### config.mk
export PLATFORM = sky130hd
export DESIGN_NAME = gmb_front
export DESIGN_NICKNAME = d
export VERILOG_FILES = /design/src/sv/gmb_pkg.sv /design/src/sv/gmb_front.sv
export SDC_FILE = /design/constraint.sdc
export NUM_CORES = 1
export LEC_CHECK = 0
export BUFFER_PORTS_ARGS = -buffer_cell sky130_fd_sc_hd__clkbuf_2
export CAP_MARGIN = 20
export CORE_ASPECT_RATIO = 0.75
export CORE_MARGIN = 10
export CORE_UTILIZATION = 53
export CTS_CLUSTER_DIAMETER = 50
export DETAILED_ROUTE_END_ITERATION = 8
export PLACE_DENSITY = 0.75
export SLEW_MARGIN = 30
export SYNTH_ARGS = -nofsm -noshare
export SYNTH_HDL_FRONTEND = slang
export SYNTH_SLANG_ARGS = --single-unit
### constraint.sdc
create_clock -name clk -period 2.6 [get_ports clk]
set_input_delay 0 -clock clk [delete_from_list [all_inputs] [get_ports clk]]
set_output_delay 0 -clock clk [all_outputs]
set_load 0.01 [all_outputs]
### src/sv/gmb_pkg.sv
`timescale 1ns / 1ps
`default_nettype none
package gmb_pkg;

  localparam int MESH_VERTS    = 16384;
  localparam int MESHLET_VERTS = 64;
  localparam int MESHLET_TRIS  = 126;

  localparam int IDX_W   = 14;
  localparam int SLOT_W  = 6;
  localparam int CNT_W   = 7;
  localparam int NUM_W   = 16;
  localparam int CFG_W   = 7;

  localparam logic CFG_VERTEX_LIMIT   = 1'b0;
  localparam logic CFG_TRIANGLE_LIMIT = 1'b1;

  typedef struct packed {
    logic [IDX_W-1:0] a;
    logic [IDX_W-1:0] b;
    logic [IDX_W-1:0] c;
    logic             mesh_end;
    logic             eq_ba;
    logic             eq_ca;
    logic             eq_cb;
  } item_t;

  typedef struct packed {
    logic [CNT_W-1:0] vlim;
    logic [CNT_W-1:0] tlim;
  } limits_t;

  typedef struct packed {
    logic              valid;
    logic [SLOT_W-1:0] slot;
  } entry_t;

endpackage
`default_nettype wire

### src/sv/gmb_front.sv
`timescale 1ns / 1ps
`default_nettype none
module gmb_front
  import gmb_pkg::*;
(
  input  wire logic             clk,
  input  wire logic             rst,
  input  wire logic             in_valid,
  output logic                  in_stall,
  input  wire logic [IDX_W-1:0] vertex_a,
  input  wire logic [IDX_W-1:0] vertex_b,
  input  wire logic [IDX_W-1:0] vertex_c,
  input  wire logic             mesh_end,
  output logic                  q_valid,
  output item_t                 q_item,
  input  wire logic             q_pop
);

  item_t      fifo [2];
  logic       wptr;
  logic       rptr;
  logic [1:0] count;
  item_t      incoming;
  logic       push;

  always_comb begin
    incoming.a        = vertex_a;
    incoming.b        = vertex_b;
    incoming.c        = vertex_c;
    incoming.mesh_end = mesh_end;
    incoming.eq_ba    = (vertex_b == vertex_a);
    incoming.eq_ca    = (vertex_c == vertex_a);
    incoming.eq_cb    = (vertex_c == vertex_b);
  end

  assign in_stall = (count == 2'd2);
  assign push     = in_valid && !in_stall;
  assign q_valid  = (count != 2'd0);
  assign q_item   = fifo[rptr];

  always_ff @(posedge clk) begin
    if (push) begin
      fifo[wptr] <= incoming;
    end
  end

  always_ff @(posedge clk) begin
    if (rst) begin
      wptr  <= 1'b0;
      rptr  <= 1'b0;
      count <= 2'd0;
    end else begin
      if (push) wptr <= ~wptr;
      if (q_pop) rptr <= ~rptr;
      count <= count + {1'b0, push} - {1'b0, q_pop};
    end
  end

endmodule
`default_nettype wire

==> results.txt, run 1 <==
The simple-gate area share of the yosys netlist is 3.40%. The area inside the core boundary came out at 7360 sq um. The max-slew violation count came out at 0.

After detailed routing, the average wire length per cell comes to 17.8 um. The ratio of cells with drive above 1 in the final layout is between 40% and 50%. For this block, the initial DRC count from the detailed router was 113. The post-detailed-route DRC marker count came out at 0. The quantity of I/O buffers inserted on ports came out at 94. The synthesized-area fraction occupied by ao, oa, aoi and oai cells is less than 1%. The analysis attributes to cell leakage a power of 0.00196 uW. The per-instance average area after synthesis came out at between 15 and 20 sq um. The required arrival time at the worst endpoint came out at 2.65 ns. The number of different library cells used by synthesis comes to 21.

The detailed placer's ending HPWL is 5.82 mm. The run finished with clean final reports. The maximum buffer depth of the clock tree is 2.

The instance area at placement is approximately 4600 sq um. The y dimension of the die is between 90 and 100 um. Of the synthesized area, sequential elements account for 71.3%. The arrival time at the worst endpoint came out at roughly 1.9 ns. The number of vias per cell after detailed routing came out at between 4 and 5. After synthesis, the largest family of logic cells by area is multiplexers. The synthesis-stage register bit count came out at 97.

The routed via count came out at 2388. The worst register-to-register path begins at count[0]. The final-layout setup total negative slack is 0 ns.

The wire length after detailed routing is between 8 and 9 mm. Once the floorplan was initialized, standard cells occupied a little over half of the core. The worst slew margin relative to its limit came out at 64.0%. The synthesized netlist cell count came out at 225.

The synthesized-area fraction occupied by xor and xnor cells came out at 9.82%. The final number of hold-violating endpoints is 0. The number of antenna violations at the first check in global routing is 0. The die area came out at 11500 sq um. STA classifies the critical path endpoint as a flop.

The global-route wire length before repair came out at 13.3 mm. Setup repair after global routing left no endpoint under its margin. Across the VDD grid, the largest voltage drop is 414 uV. Setup violations remaining at the end of the flow were counted as 0.

CTS built an H-tree with a depth of 3. The clock tree from TritonCTS is built. The count of TritonRoute iterations in the first routing pass came out at 4. The post-synthesis share of cell area spent on full adders, half adders and majority gates is less than 1%. Across all register-to-register paths, the minimum setup slack is 0.74 ns. Power spread over the standard cell area amounts to around 730 nW/um^2. The number of nets in the finished design came out at 422. The clock sink count is 97. The most frequent standard cell in the layout excluding fill and tap cells is sky130_fd_sc_hd__clkbuf_2. Row generation in the floorplan step produced 27 rows.

The Yosys step of the flow raised 0 warnings. The finished cells cover 5280 sq um. The number of I/O pins came out at 95. After global routing the overflow that remains totals 0. The root buffer cell chosen for the clock tree is sky130_fd_sc_hd__clkbuf_8. In this run the worst hold path is classified as input port to flop. The fraction of synthesized area in multiplexers came out at 12.9%. Along the worst hold path, the cell count comes to 4. The net count after synthesis is 274.

In the layout the commonest cells are sky130_fd_sc_hd__clkbuf_2 (94), sky130_fd_sc_hd__edfxtp_1 (92), sky130_fd_sc_hd__mux2_2 (46). The final RePlAce weighted congestion is around 0.74. The area growth from synthesis to final layout is 31.5%. The CTS clock-pin slew for the worst setup and hold paths came out at about 0.09 ns. The clock insertion delay at the later pin of the skew report is 0.35 ns. The post-route antenna net violation count is 0.

The maximum number of pins on one net before global-route repair is 35. Derived from the worst setup path, the maximum achievable clock frequency is 538 MHz. The worst setup path is of the flop to flop kind. The time the worst path needs with I/O delays and setup came out at 1.86 ns.

The number of inserted diodes is 0. In this run the critical register-to-register path is captured at fifo[0][29]. The final-layout worst hold slack is 0.0424 ns. The final critical-path share of the clock period is between 70 and 80%. The worst min-delay path startpoint is in_valid. Across the run, the number of max-cap violations was 0. The number of cells on the worst reg-to-reg path is 5.

The overall fraction of global-route tracks in use is 14.9%. The worst setup path is launched from a flop. In this run the horizontal extent of the chip is 120 um. The via count of the first global-routing pass was 2577. The actual transition at the worst max-transition pin is 0.540 ns.

The worst hold path terminates at wptr. The largest fanout of any net on the critical path is 25. The setup skew after layout came out at 0.00640 ns. The number of buffers added by the clock tree synthesis step came out at 9.

After synthesis the cells add up to 4010 sq um.
cell families (layout without fill, tap and decap cells):
kind of cell,after synthesis,after routing
multiplexers,46,46
adder cells (fa/ha/maj),2,2
buffers and inverters,9,162
AND/OR/NAND/NOR,24,24
flip-flops,97,97
AO/OA/AOI/OAI,2,2
XOR/XNOR,45,45
stage by stage:
step | instances | worst slack, ns | power (uW) | utilization [%]
CTS | 479 | 0.711 | 3900 | 71.7
detailed placement | 418 | 0.727 | 2830 | 62.7
global placement | 418 | 0.781 | 2810 | 62.7
finish | 479 | 0.740 | 3860 | 71.7
floorplan | 225 | 0.463 | 2490 | -
global route | 479 | 0.610 | 4040 | 71.7
worst max-delay path, stage by stage (launching register included):
cell and delay, ns:
sky130_fd_sc_hd__dfxtp_1 0.35, sky130_fd_sc_hd__nand2b_2 0.15, sky130_fd_sc_hd__inv_2 0.04, sky130_fd_sc_hd__or3_1 0.34
sky130_fd_sc_hd__inv_2 0.41, sky130_fd_sc_hd__buf_12 0.26
cell type report:
class                      instances  area, sq um
clock buffer                      10          128
clock inverter                     6         82.6
fill                             529         2080
inverter                           4         15.0
multi-input combinational        119         1080
sequential                        97         2860
tap                              101          126
timing repair buffer             142          981
per-layer routing:
metal / up-vias / global-route usage, % / routed length, um
li1: 1138 / - / -
met1: 1177 / 17.8 / 3840
met2: 66 / 24.3 / 4020
met3: 7 / 6.49 / 576
met4: 0 / 4.21 / 80
met5: - / 0 / 0
state kept, by name, indices dropped and copies added, names as in the netlist, named ones only:
| name | flops |
|---|---|
| fifo | 92 |
| rptr | 1 |
| count | 2 |
| wptr | 1 |
cells in the mapped netlist:
cell | number | area, sq um
sky130_fd_sc_hd__a21oi_1 | 1 | 5.00
sky130_fd_sc_hd__and3_2 | 1 | 7.51
sky130_fd_sc_hd__buf_4 | 1 | 7.51
sky130_fd_sc_hd__buf_6 | 4 | 45.0
sky130_fd_sc_hd__dfxtp_1 | 5 | 100
sky130_fd_sc_hd__edfxtp_1 | 92 | 2760
sky130_fd_sc_hd__ha_1 | 2 | 25.0
sky130_fd_sc_hd__inv_1 | 3 | 11.3
sky130_fd_sc_hd__inv_2 | 1 | 3.75
sky130_fd_sc_hd__mux2_2 | 46 | 518
sky130_fd_sc_hd__nand2_1 | 4 | 15.0
sky130_fd_sc_hd__nand2b_2 | 1 | 8.76
sky130_fd_sc_hd__nand4_1 | 9 | 56.3
sky130_fd_sc_hd__nor2_1 | 3 | 11.3
sky130_fd_sc_hd__nor2b_1 | 1 | 6.26
sky130_fd_sc_hd__nor4_1 | 3 | 18.8
sky130_fd_sc_hd__o21ai_0 | 1 | 5.00
sky130_fd_sc_hd__or2_2 | 1 | 6.26
sky130_fd_sc_hd__or3_1 | 1 | 6.26
sky130_fd_sc_hd__xnor2_1 | 44 | 385
sky130_fd_sc_hd__xor2_1 | 1 | 8.76
worst max-delay path by stage:
stage,start,end,slack [ns],cells after the start
after CTS,count[0],fifo[0][29],0.71,5
after global placement,count[0],fifo[0][43],0.78,5
after floorplan,count[0],fifo[0][0],0.46,4
after detailed placement,count[0],fifo[0][43],0.73,5
after global routing,count[0],fifo[0][29],0.61,5
final,count[0],fifo[0][29],0.74,5
timing repair:
action                    in CTS  in global routing
hold buffers                  45                  0
hold endpoints to repair      91                  0
setup buffers                  0                  0
gates resized for setup        0                  0
power by group:
group / total [uW] / internal (uW) / leakage (uW) / switching, uW
registers: 2010 / 1950 / 0.000900 / 61.9
logic: 822 / 389 / 0.000953 / 434
clock network: 1020 / 538 / 0.000108 / 484
total: 3860 / 2880 / 0.00196 / 979
Power figures use the tool's default switching activity.
==> run 2, diff against run 1 <==
--- a/config.mk
+++ b/config.mk
@@ -9,10 +9,10 @@
 export CAP_MARGIN = 20
 export CORE_ASPECT_RATIO = 0.75
 export CORE_MARGIN = 10
-export CORE_UTILIZATION = 53
+export CORE_UTILIZATION = 48
 export CTS_CLUSTER_DIAMETER = 50
 export DETAILED_ROUTE_END_ITERATION = 8
-export PLACE_DENSITY = 0.75
+export PLACE_DENSITY = 0.71
 export SLEW_MARGIN = 30
 export SYNTH_ARGS = -nofsm -noshare
 export SYNTH_HDL_FRONTEND = slang
==> constraint.sdc (replaced) <==
create_clock -name clk -period 1.6 [get_ports clk]
set_input_delay 0 -clock clk [delete_from_list [all_inputs] [get_ports clk]]
set_output_delay 0 -clock clk [all_outputs]
set_load 0.01 [all_outputs]
==> run 2 against run 1 <==
Clock-buffer cell count increased by 2. Highest routed layer unchanged. Die area is 8.4% higher. Combinational power rose by 73%. Critical path depth increased by 3. Cell area increased by 0.81%. Non-clock buffer count rose by 1. Clock power grew 43%. Total power up 59%.
==> results.txt, run 2 (synthesis gave the netlist of run 1 again) <==
The element type at the critical path start is a flop (unchanged). The critical register-to-register path endpoint is count[1] (was fifo[0][29]). The final critical-path share of the clock period is 95.4% (was 71.5%).

The wire length after detailed routing came to 8.57 mm (was 8.51 mm). The clock sink count came to 97 (unchanged). The cell chosen for the clock root is sky130_fd_sc_hd__clkbuf_8 (unchanged).

The clock tree from TritonCTS is built (unchanged). The worst slew margin relative to its limit was 76.4% (was 64.0%). The share of the core filled with cells in the final layout came out at 66.3% (was 71.7%). The actual transition at the worst max-transition pin was 0.350 ns (was 0.540 ns). The maximum resistive drop on vdd came out at 757 uV (was 414 uV). The reg-to-reg critical path startpoint was count[0] (unchanged). The post-CTS setup buffer count was 0 (unchanged). The quantity of I/O buffers inserted on ports is 94 (unchanged). The overall fraction of global-route tracks in use is 14.0% (was 14.9%). The maximum clock frequency is 655 MHz (was 538 MHz).

The DRC marker count from the first detailed-route iteration came to 135 (was 113). The required arrival time at the worst endpoint came out at 1.85 ns (was 2.65 ns). Crit path cell chain: nand2b_4 -> nand2_2 -> ha_4 -> inv_1 -> ha_2 -> xor2_2 -> xnor2_1 -> nor2_1 (was nand2b_2 -> inv_2 -> or3_1 -> inv_2 -> buf_12).

The time the worst path needs with I/O delays and setup came to 1.53 ns (was 1.86 ns). The number of flip-flops in the largest register was 92 (unchanged). The top routing layer in use is met4 (unchanged).

The overall die width is 126 um (was 120 um). The max-cap violation count came out at 0 (unchanged). The number of buffers added by the clock tree synthesis step is 9 (unchanged). The instance count along the most critical hold path came to 4 (unchanged).

The leakage power was 0.00194 uW (was 0.00196 uW). The ratio of total power to cell area was 1160 nW/um^2 (was 731 nW/um^2). The post-detailed-route DRC marker count came out at 0 (unchanged). The clock insertion delay at the later pin of the skew report came out at 0.35 ns (about the same). The routed via count came out at 2382 (was 2388).

The area growth from synthesis to final layout was 32.6% (was 31.5%). The met2 wire length came out at 4.09 mm (was 4.02 mm). The number of antenna violations at the first check in global routing is 0 (unchanged). The largest fanout of any net on the critical path is 3 (was 25). The count of TritonRoute iterations in the first routing pass is 7 (was 4). The arrival time at the worst endpoint was 1.78 ns (was 1.91 ns). The H-tree depth is 3 (unchanged). The number of inserted diodes is 0 (unchanged). The final non-filler cell area came out at 5320 sq um (was 5280 sq um). The average wire per standard cell came out at 17.7 um (was 17.8 um). The final number of hold-violating endpoints is 0 (unchanged).

The delay contributed by the slowest stage of the critical path came out at 0.35 ns (was 0.41 ns). The number of I/O pins is 95 (unchanged). The met1 routed wirelength after detailed routing came to 3.81 mm (was 3.84 mm).

The via count of the first global-routing pass is 2666 (was 2577). The maximum buffer depth of the clock tree is 2 (unchanged). The final-layout worst hold slack is 0.0556 ns (was 0.0424 ns). The detailed route wirelength on metal3 is 632 um (was 576 um).

The number of cells traversed by the worst register-to-register path came out at 8 (was 5). The site row count came out at 28 (was 27). The area inside the core boundary is 8020 sq um (was 7360 sq um). The highest-delay cell along the critical path is sky130_fd_sc_hd__dfxtp_2 (was sky130_fd_sc_hd__inv_2). The ratio of cells with drive above 1 in the final layout is 45.1% (was 43.1%). RSZ-0062 raised after global routing: false (unchanged). The die area came to 12500 sq um (was 11500 sq um). The number of vias per cell after detailed routing is 4.92 (was 4.99). The register bank with the most flops is fifo (unchanged). The instance area at placement is 4660 sq um (was 4620 sq um). The final total power was 6150 uW (was 3860 uW). The max-slew violation count came out at 0 (unchanged).

The setup skew after layout came out at 0.0110 ns (was 0.00640 ns). The final RePlAce weighted congestion came out at 0.722 (was 0.740). The number of nets in the finished design came out at 423 (was 422). The final number of setup-violating endpoints came out at 0 (unchanged). The most frequent standard cell in the layout excluding fill and tap cells is sky130_fd_sc_hd__clkbuf_2 (unchanged). The detailed placer's ending HPWL is 5.82 mm (about the same). The kind of critical path is flop to flop (unchanged).

The sum of overflow across all layers after global routing is 0 (unchanged). Regs by FF count: fifo: 92 flops, count: 2 flops (unchanged). The effective utilization at floorplan came out at 50.0% (was 54.5%).

The y dimension of the die came out at 99.2 um (was 95.4 um). The endpoint type of the worst setup path is a flop (unchanged). The end point of the most critical hold path is wptr (unchanged). The maximum number of pins on one net before global-route repair came out at 47 (was 35). The worst min-delay path startpoint is in_valid (unchanged).

Outcome: complete, no violations (unchanged). The global-route wire length before repair is 13.8 mm (was 13.3 mm). The setup slack of the worst register-to-register path is 0.07 ns (was 0.74 ns).

The post-route antenna net violation count came out at 0 (unchanged). Most used cells in the layout excluding fill and tap cells: sky130_fd_sc_hd__clkbuf_2 (94), sky130_fd_sc_hd__edfxtp_1 (92), sky130_fd_sc_hd__mux2_2 (46) (unchanged). The class of the tightest hold or removal check is input port to flop (unchanged). The CTS clock-pin slew for the worst setup and hold paths came to 0.09 ns (about the same).
-- run 2: changes by cell type in the layout (fill, tap and decap cells not counted), sizes merged --
cell | before | now
clkinvlp | 0 | 4
clkinv | 4 | 1
clkbuf | 104 | 106
bufinv | 2 | 0
buf | 3 | 4
inv | 4 | 3
-- run 2: final cells by class --
| class | instances | area (sq um) |
|---|---|---|
| sequential | 97 | 2870 |
| fill | 582 | 2700 |
| multi-input combinational | 119 | 1120 |
| timing repair buffer | 143 | 1000 |
| clock buffer | 12 | 156 |
| tap | 105 | 131 |
| clock inverter | 4 | 27.5 |
| inverter | 4 | 21.3 |
-- run 2: where the power goes --
group	leakage [uW]	internal (uW)	switching, uW
Sequential	0.000901	3180	92.5
Combinational	0.000958	686	737
Clock	0.0000837	658	803
Total	0.00194	4520	1630
-- run 2: worst max path at each step --
stage               startpoint     endpoint  cells past startpoint
finish                count[0]     count[1]                      8
global route              flop    q_item[1]                      3
CTS                       flop    q_item[1]                      3
detailed placement    count[0]     count[1]                      8
global placement      count[0]  fifo[0][26]                      5
floorplan             count[0]   fifo[0][0]                      4
-- run 2: through the flow --
stage	instances	setup TNS, ns	worst slack, ns
floorplan	225	-4.32	-0.0939
global placement	423	0	0.172
detailed placement	423	0	0.0924
CTS	484	0	0.0468
global route	484	0	0.00122
finish	484	0	0.0742
-- run 2: repair_timing --
item                                   4_1_cts  5_1_grt
endpoints found under the hold margin       91        0
setup endpoints to repair                    0        1
hold buffers                                45        0
gates resized for setup                      0        5
-- run 2: layer usage --
| layer | global-route usage [%] | vias to the layer above |
|---|---|---|
| li1 | - | 1141 |
| met1 | 16.2 | 1164 |
| met2 | 23.4 | 73 |
| met3 | 6.63 | 4 |
| met4 | 2.65 | 0 |
| met5 | 0 | - |
-- run 2: critical path, delay by kind of cell (launching register included) --
kind | cells | cell delay, ns
buf+inv | 1 | 0.03
simple gates | 3 | 0.28
flops | 1 | 0.35
fa+ha+maj | 2 | 0.42
xor+xnor | 2 | 0.34
==> run 3, diff against run 2 <==
==> constraint.sdc (replaced) <==
create_clock -name clk -period 1.6 [get_ports clk]
set_input_delay 0.32 -clock clk [delete_from_list [all_inputs] [get_ports clk]]
set_output_delay 0.32 -clock clk [all_outputs]
set_load 0.01 [all_outputs]
==> run 3 against run 2 <==
The run now ends with setup timing left. Clock power up 6%. Wire length decreased by 6.4%. Cell count fell by 8.7%. Global-route usage decreased by 1.0 points. Sequential cell count did not move. Total power up 1.0%. Fmax fell by 13%. Critical path type is now flop to primary output. Largest power group unchanged.
==> results.txt, run 3 (synthesis gave the netlist of run 1 again) <==
Outcome: finished with violations (was complete, no violations). The final reports fail on setup timing. The combinational group share of total power is 22.5% (was 23.1%). The clock tree from TritonCTS is built (unchanged).

The area inside the core boundary is 8020 sq um (unchanged). The actual transition at the worst max-transition pin is 0.328 ns (was 0.350 ns). The post-route antenna net violation count came out at 0 (unchanged). The count of TritonRoute iterations in the first routing pass came out at 4 (was 7). The via count of the first global-routing pass was 2413 (was 2666). The net load switching power is 1630 uW (about the same). The final RePlAce weighted congestion came out at 0.751 (was 0.722). The cell chosen for the clock root is sky130_fd_sc_hd__clkbuf_8 (unchanged). The maximum clock frequency is 567 MHz (was 655 MHz). Most used cells in the layout excluding fill and tap cells: sky130_fd_sc_hd__clkbuf_2 (94), sky130_fd_sc_hd__edfxtp_1 (92), sky130_fd_sc_hd__xnor2_1 (44) (was sky130_fd_sc_hd__clkbuf_2 (94), sky130_fd_sc_hd__edfxtp_1 (92), sky130_fd_sc_hd__mux2_2 (46)). The element type at the critical path start is a flop (unchanged). The number of I/O pins is 95 (unchanged). The post-detailed-route DRC marker count came out at 0 (unchanged). The time the worst path needs with I/O delays and setup is 1.76 ns (was 1.53 ns).

The overall fraction of global-route tracks in use is 13.0% (was 14.0%). The highest-delay cell along the critical path is sky130_fd_sc_hd__dfxtp_4 (was sky130_fd_sc_hd__dfxtp_2). The final number of hold-violating endpoints is 0 (unchanged). The final worst slack is -0.163 ns (was 0.0742 ns). The y dimension of the die is 99.2 um (unchanged). The cell-internal power came to 4580 uW (was 4520 uW).

The portion of total power attributed to the clock network is 24.9% (was 23.8%). The max-slew violation count is 0 (unchanged). The max-cap violation count came out at 0 (unchanged). The site row count is 28 (unchanged). The number of inserted diodes is 0 (unchanged). The number of filler instances in the final layout was 636 (was 582). The DRC marker count from the first detailed-route iteration came to 149 (was 135). The arrival time at the worst endpoint came out at 1.44 ns (was 1.78 ns). The kind of critical path is flop to primary output (was flop to flop). The share of the core filled with cells in the final layout is 62.4% (was 66.3%). The quantity of I/O buffers inserted on ports is 94 (unchanged). The clock sink count came out at 97 (unchanged). The H-tree depth came to 3 (unchanged).

RSZ-0062 raised after global routing: true (was false). The ratio of cells with drive above 1 in the final layout is 50.1% (was 45.1%). The wire length after detailed routing came to 8.01 mm (was 8.57 mm). The overall die width is 126 um (unchanged). The instance area at placement is 4690 sq um (was 4660 sq um). The most frequent standard cell in the layout excluding fill and tap cells is sky130_fd_sc_hd__clkbuf_2 (unchanged).

The number of nets in the finished design came out at 381 (was 423). The required arrival time at the worst endpoint is 1.28 ns (was 1.85 ns). The maximum resistive drop on vdd is 640 uV (was 757 uV). The number of buffers added by the clock tree synthesis step is 9 (unchanged). The number of vias per cell after detailed routing is 5.06 (was 4.92). The endpoint type of the worst setup path is a primary output (was flop). The final number of setup-violating endpoints came out at 46 (was 0). The maximum buffer depth of the clock tree came out at 2 (unchanged). The effective utilization at floorplan is 50.0% (unchanged).

The number of antenna violations at the first check in global routing is 0 (unchanged). The die area is 12500 sq um (unchanged). The clock insertion delay at the later pin of the skew report is 0.36 ns (was 0.35 ns). The detailed placer's ending HPWL came to 5.82 mm (about the same).

Regs by FF count: fifo: 92 flops, count: 2 flops (unchanged). The part of the power in registers is 52.6% (was 53.1%). The switching fraction of total power came out at 26.3% (was 26.5%). The routed via count came to 2238 (was 2382). The final non-filler cell area came out at 5000 sq um (was 5320 sq um). The final critical-path share of the clock period was 110% (was 95.4%). The area growth from synthesis to final layout came out at 24.7% (was 32.6%). The sum of overflow across all layers after global routing is 0 (unchanged).

The largest fanout of any net on the critical path is 13 (was 3). The CTS clock-pin slew for the worst setup and hold paths came to 0.08 ns (was 0.09 ns). The global-route wire length before repair came out at 12.9 mm (was 13.8 mm). The worst slew margin relative to its limit was 77.9% (was 76.4%).

Crit path cell chain: buf_12 -> mux2_2 -> clkbuf_2 (was nand2b_4 -> nand2_2 -> ha_4 -> inv_1 -> ha_2 -> xor2_2 -> xnor2_1 -> nor2_1). The maximum number of pins on one net before global-route repair was 47 (unchanged). The ratio of total power to cell area is 1240 nW/um^2 (was 1160 nW/um^2).

The leakage power came out at 0.00188 uW (was 0.00194 uW). The delay contributed by the slowest stage of the critical path came to 0.43 ns (was 0.35 ns). The class of the tightest hold or removal check is input port to flop (unchanged). The number of flip-flops in the largest register came out at 92 (unchanged). The average wire per standard cell came to 18.1 um (was 17.7 um). The register bank with the most flops is fifo (unchanged). The setup skew after layout came out at 0.0103 ns (was 0.0110 ns).
-- run 3: cell types whose count changed in the layout (fill, tap and decap cells not counted), moves of 2 or more --
cell,before,now
sky130_fd_sc_hd__clkbuf_1,2,0
sky130_fd_sc_hd__mux2_4,0,23
sky130_fd_sc_hd__mux2_2,46,23
sky130_fd_sc_hd__clkinv_4,0,3
sky130_fd_sc_hd__ha_1,0,2
sky130_fd_sc_hd__clkinvlp_4,4,2
sky130_fd_sc_hd__clkinv_1,0,2
sky130_fd_sc_hd__dlygate4sd3_1,45,0
sky130_fd_sc_hd__dfxtp_2,3,1
-- run 3: metal layers --
metal	part of all wire (%)	up-vias	track usage [%]
met1	45	1078	15.9
met3	8.2	11	5.41
met5	0	-	0
met2	46	86	20.6
met4	1.1	0	3.71
li1	-	1063	-
-- run 3: critical path, delay by kind of cell, from the launching register on --
family                 cells  cell delay, ns
buffers and inverters      2            0.30
DFF                        1            0.43
muxes                      1            0.36
-- run 3: path summary, 6_finish.rpt --
path	from	end	slack [ns]	cells past startpoint
min reg2reg	wptr	wptr	0.49	2
max	flop	q_item[45]	-0.16	3
min	mesh_end	fifo[0][3]	0.16	1
max reg2reg	count[0]	count[1]	0.12	8
-- run 3: cell type report --
cell class	count	area [sq um]	share of cell area, %
Clock inverter	7	71.3	1.42
Clock buffer	9	124	2.48
Tap cell	105	131	2.63
Timing Repair Buffer	101	609	12.2
Sequential cell	97	2870	57.3
Multi-Input combinational cell	119	1180	23.6
Inverter	4	21.3	0.425
-- run 3: stage by stage --
stage	std cells	setup WS, ns	hold slack (ns)	power, uW	setup TNS (ns)
floorplan	225	-0.0939	0.384	4080	-4.32
global placement	425	0.149	0.489	4630	0
detailed placement	425	0.121	0.484	4670	0
CTS	442	-0.183	0.141	6300	-6.95
global route	442	-0.222	0.140	6520	-8.49
finish	442	-0.163	0.158	6210	-5.62
-- run 3: timing repair --
action,in CTS,in global routing
endpoints found under the setup margin,46,46
gates cloned,1,0
hold buffers,0,0
buffers inserted,0,0
resized for setup,26,0
-- run 3: power by group through the flow --
stage | combinational [uW] | sequential [uW] | clock [uW]
after CTS | 1440 | 3270 | 1590
final | 1400 | 3270 | 1550
after floorplan | 779 | 3300 | 0
after global routing | 1530 | 3300 | 1690
after global placement | 1320 | 3310 | 0
after detailed placement | 1340 | 3320 | 0
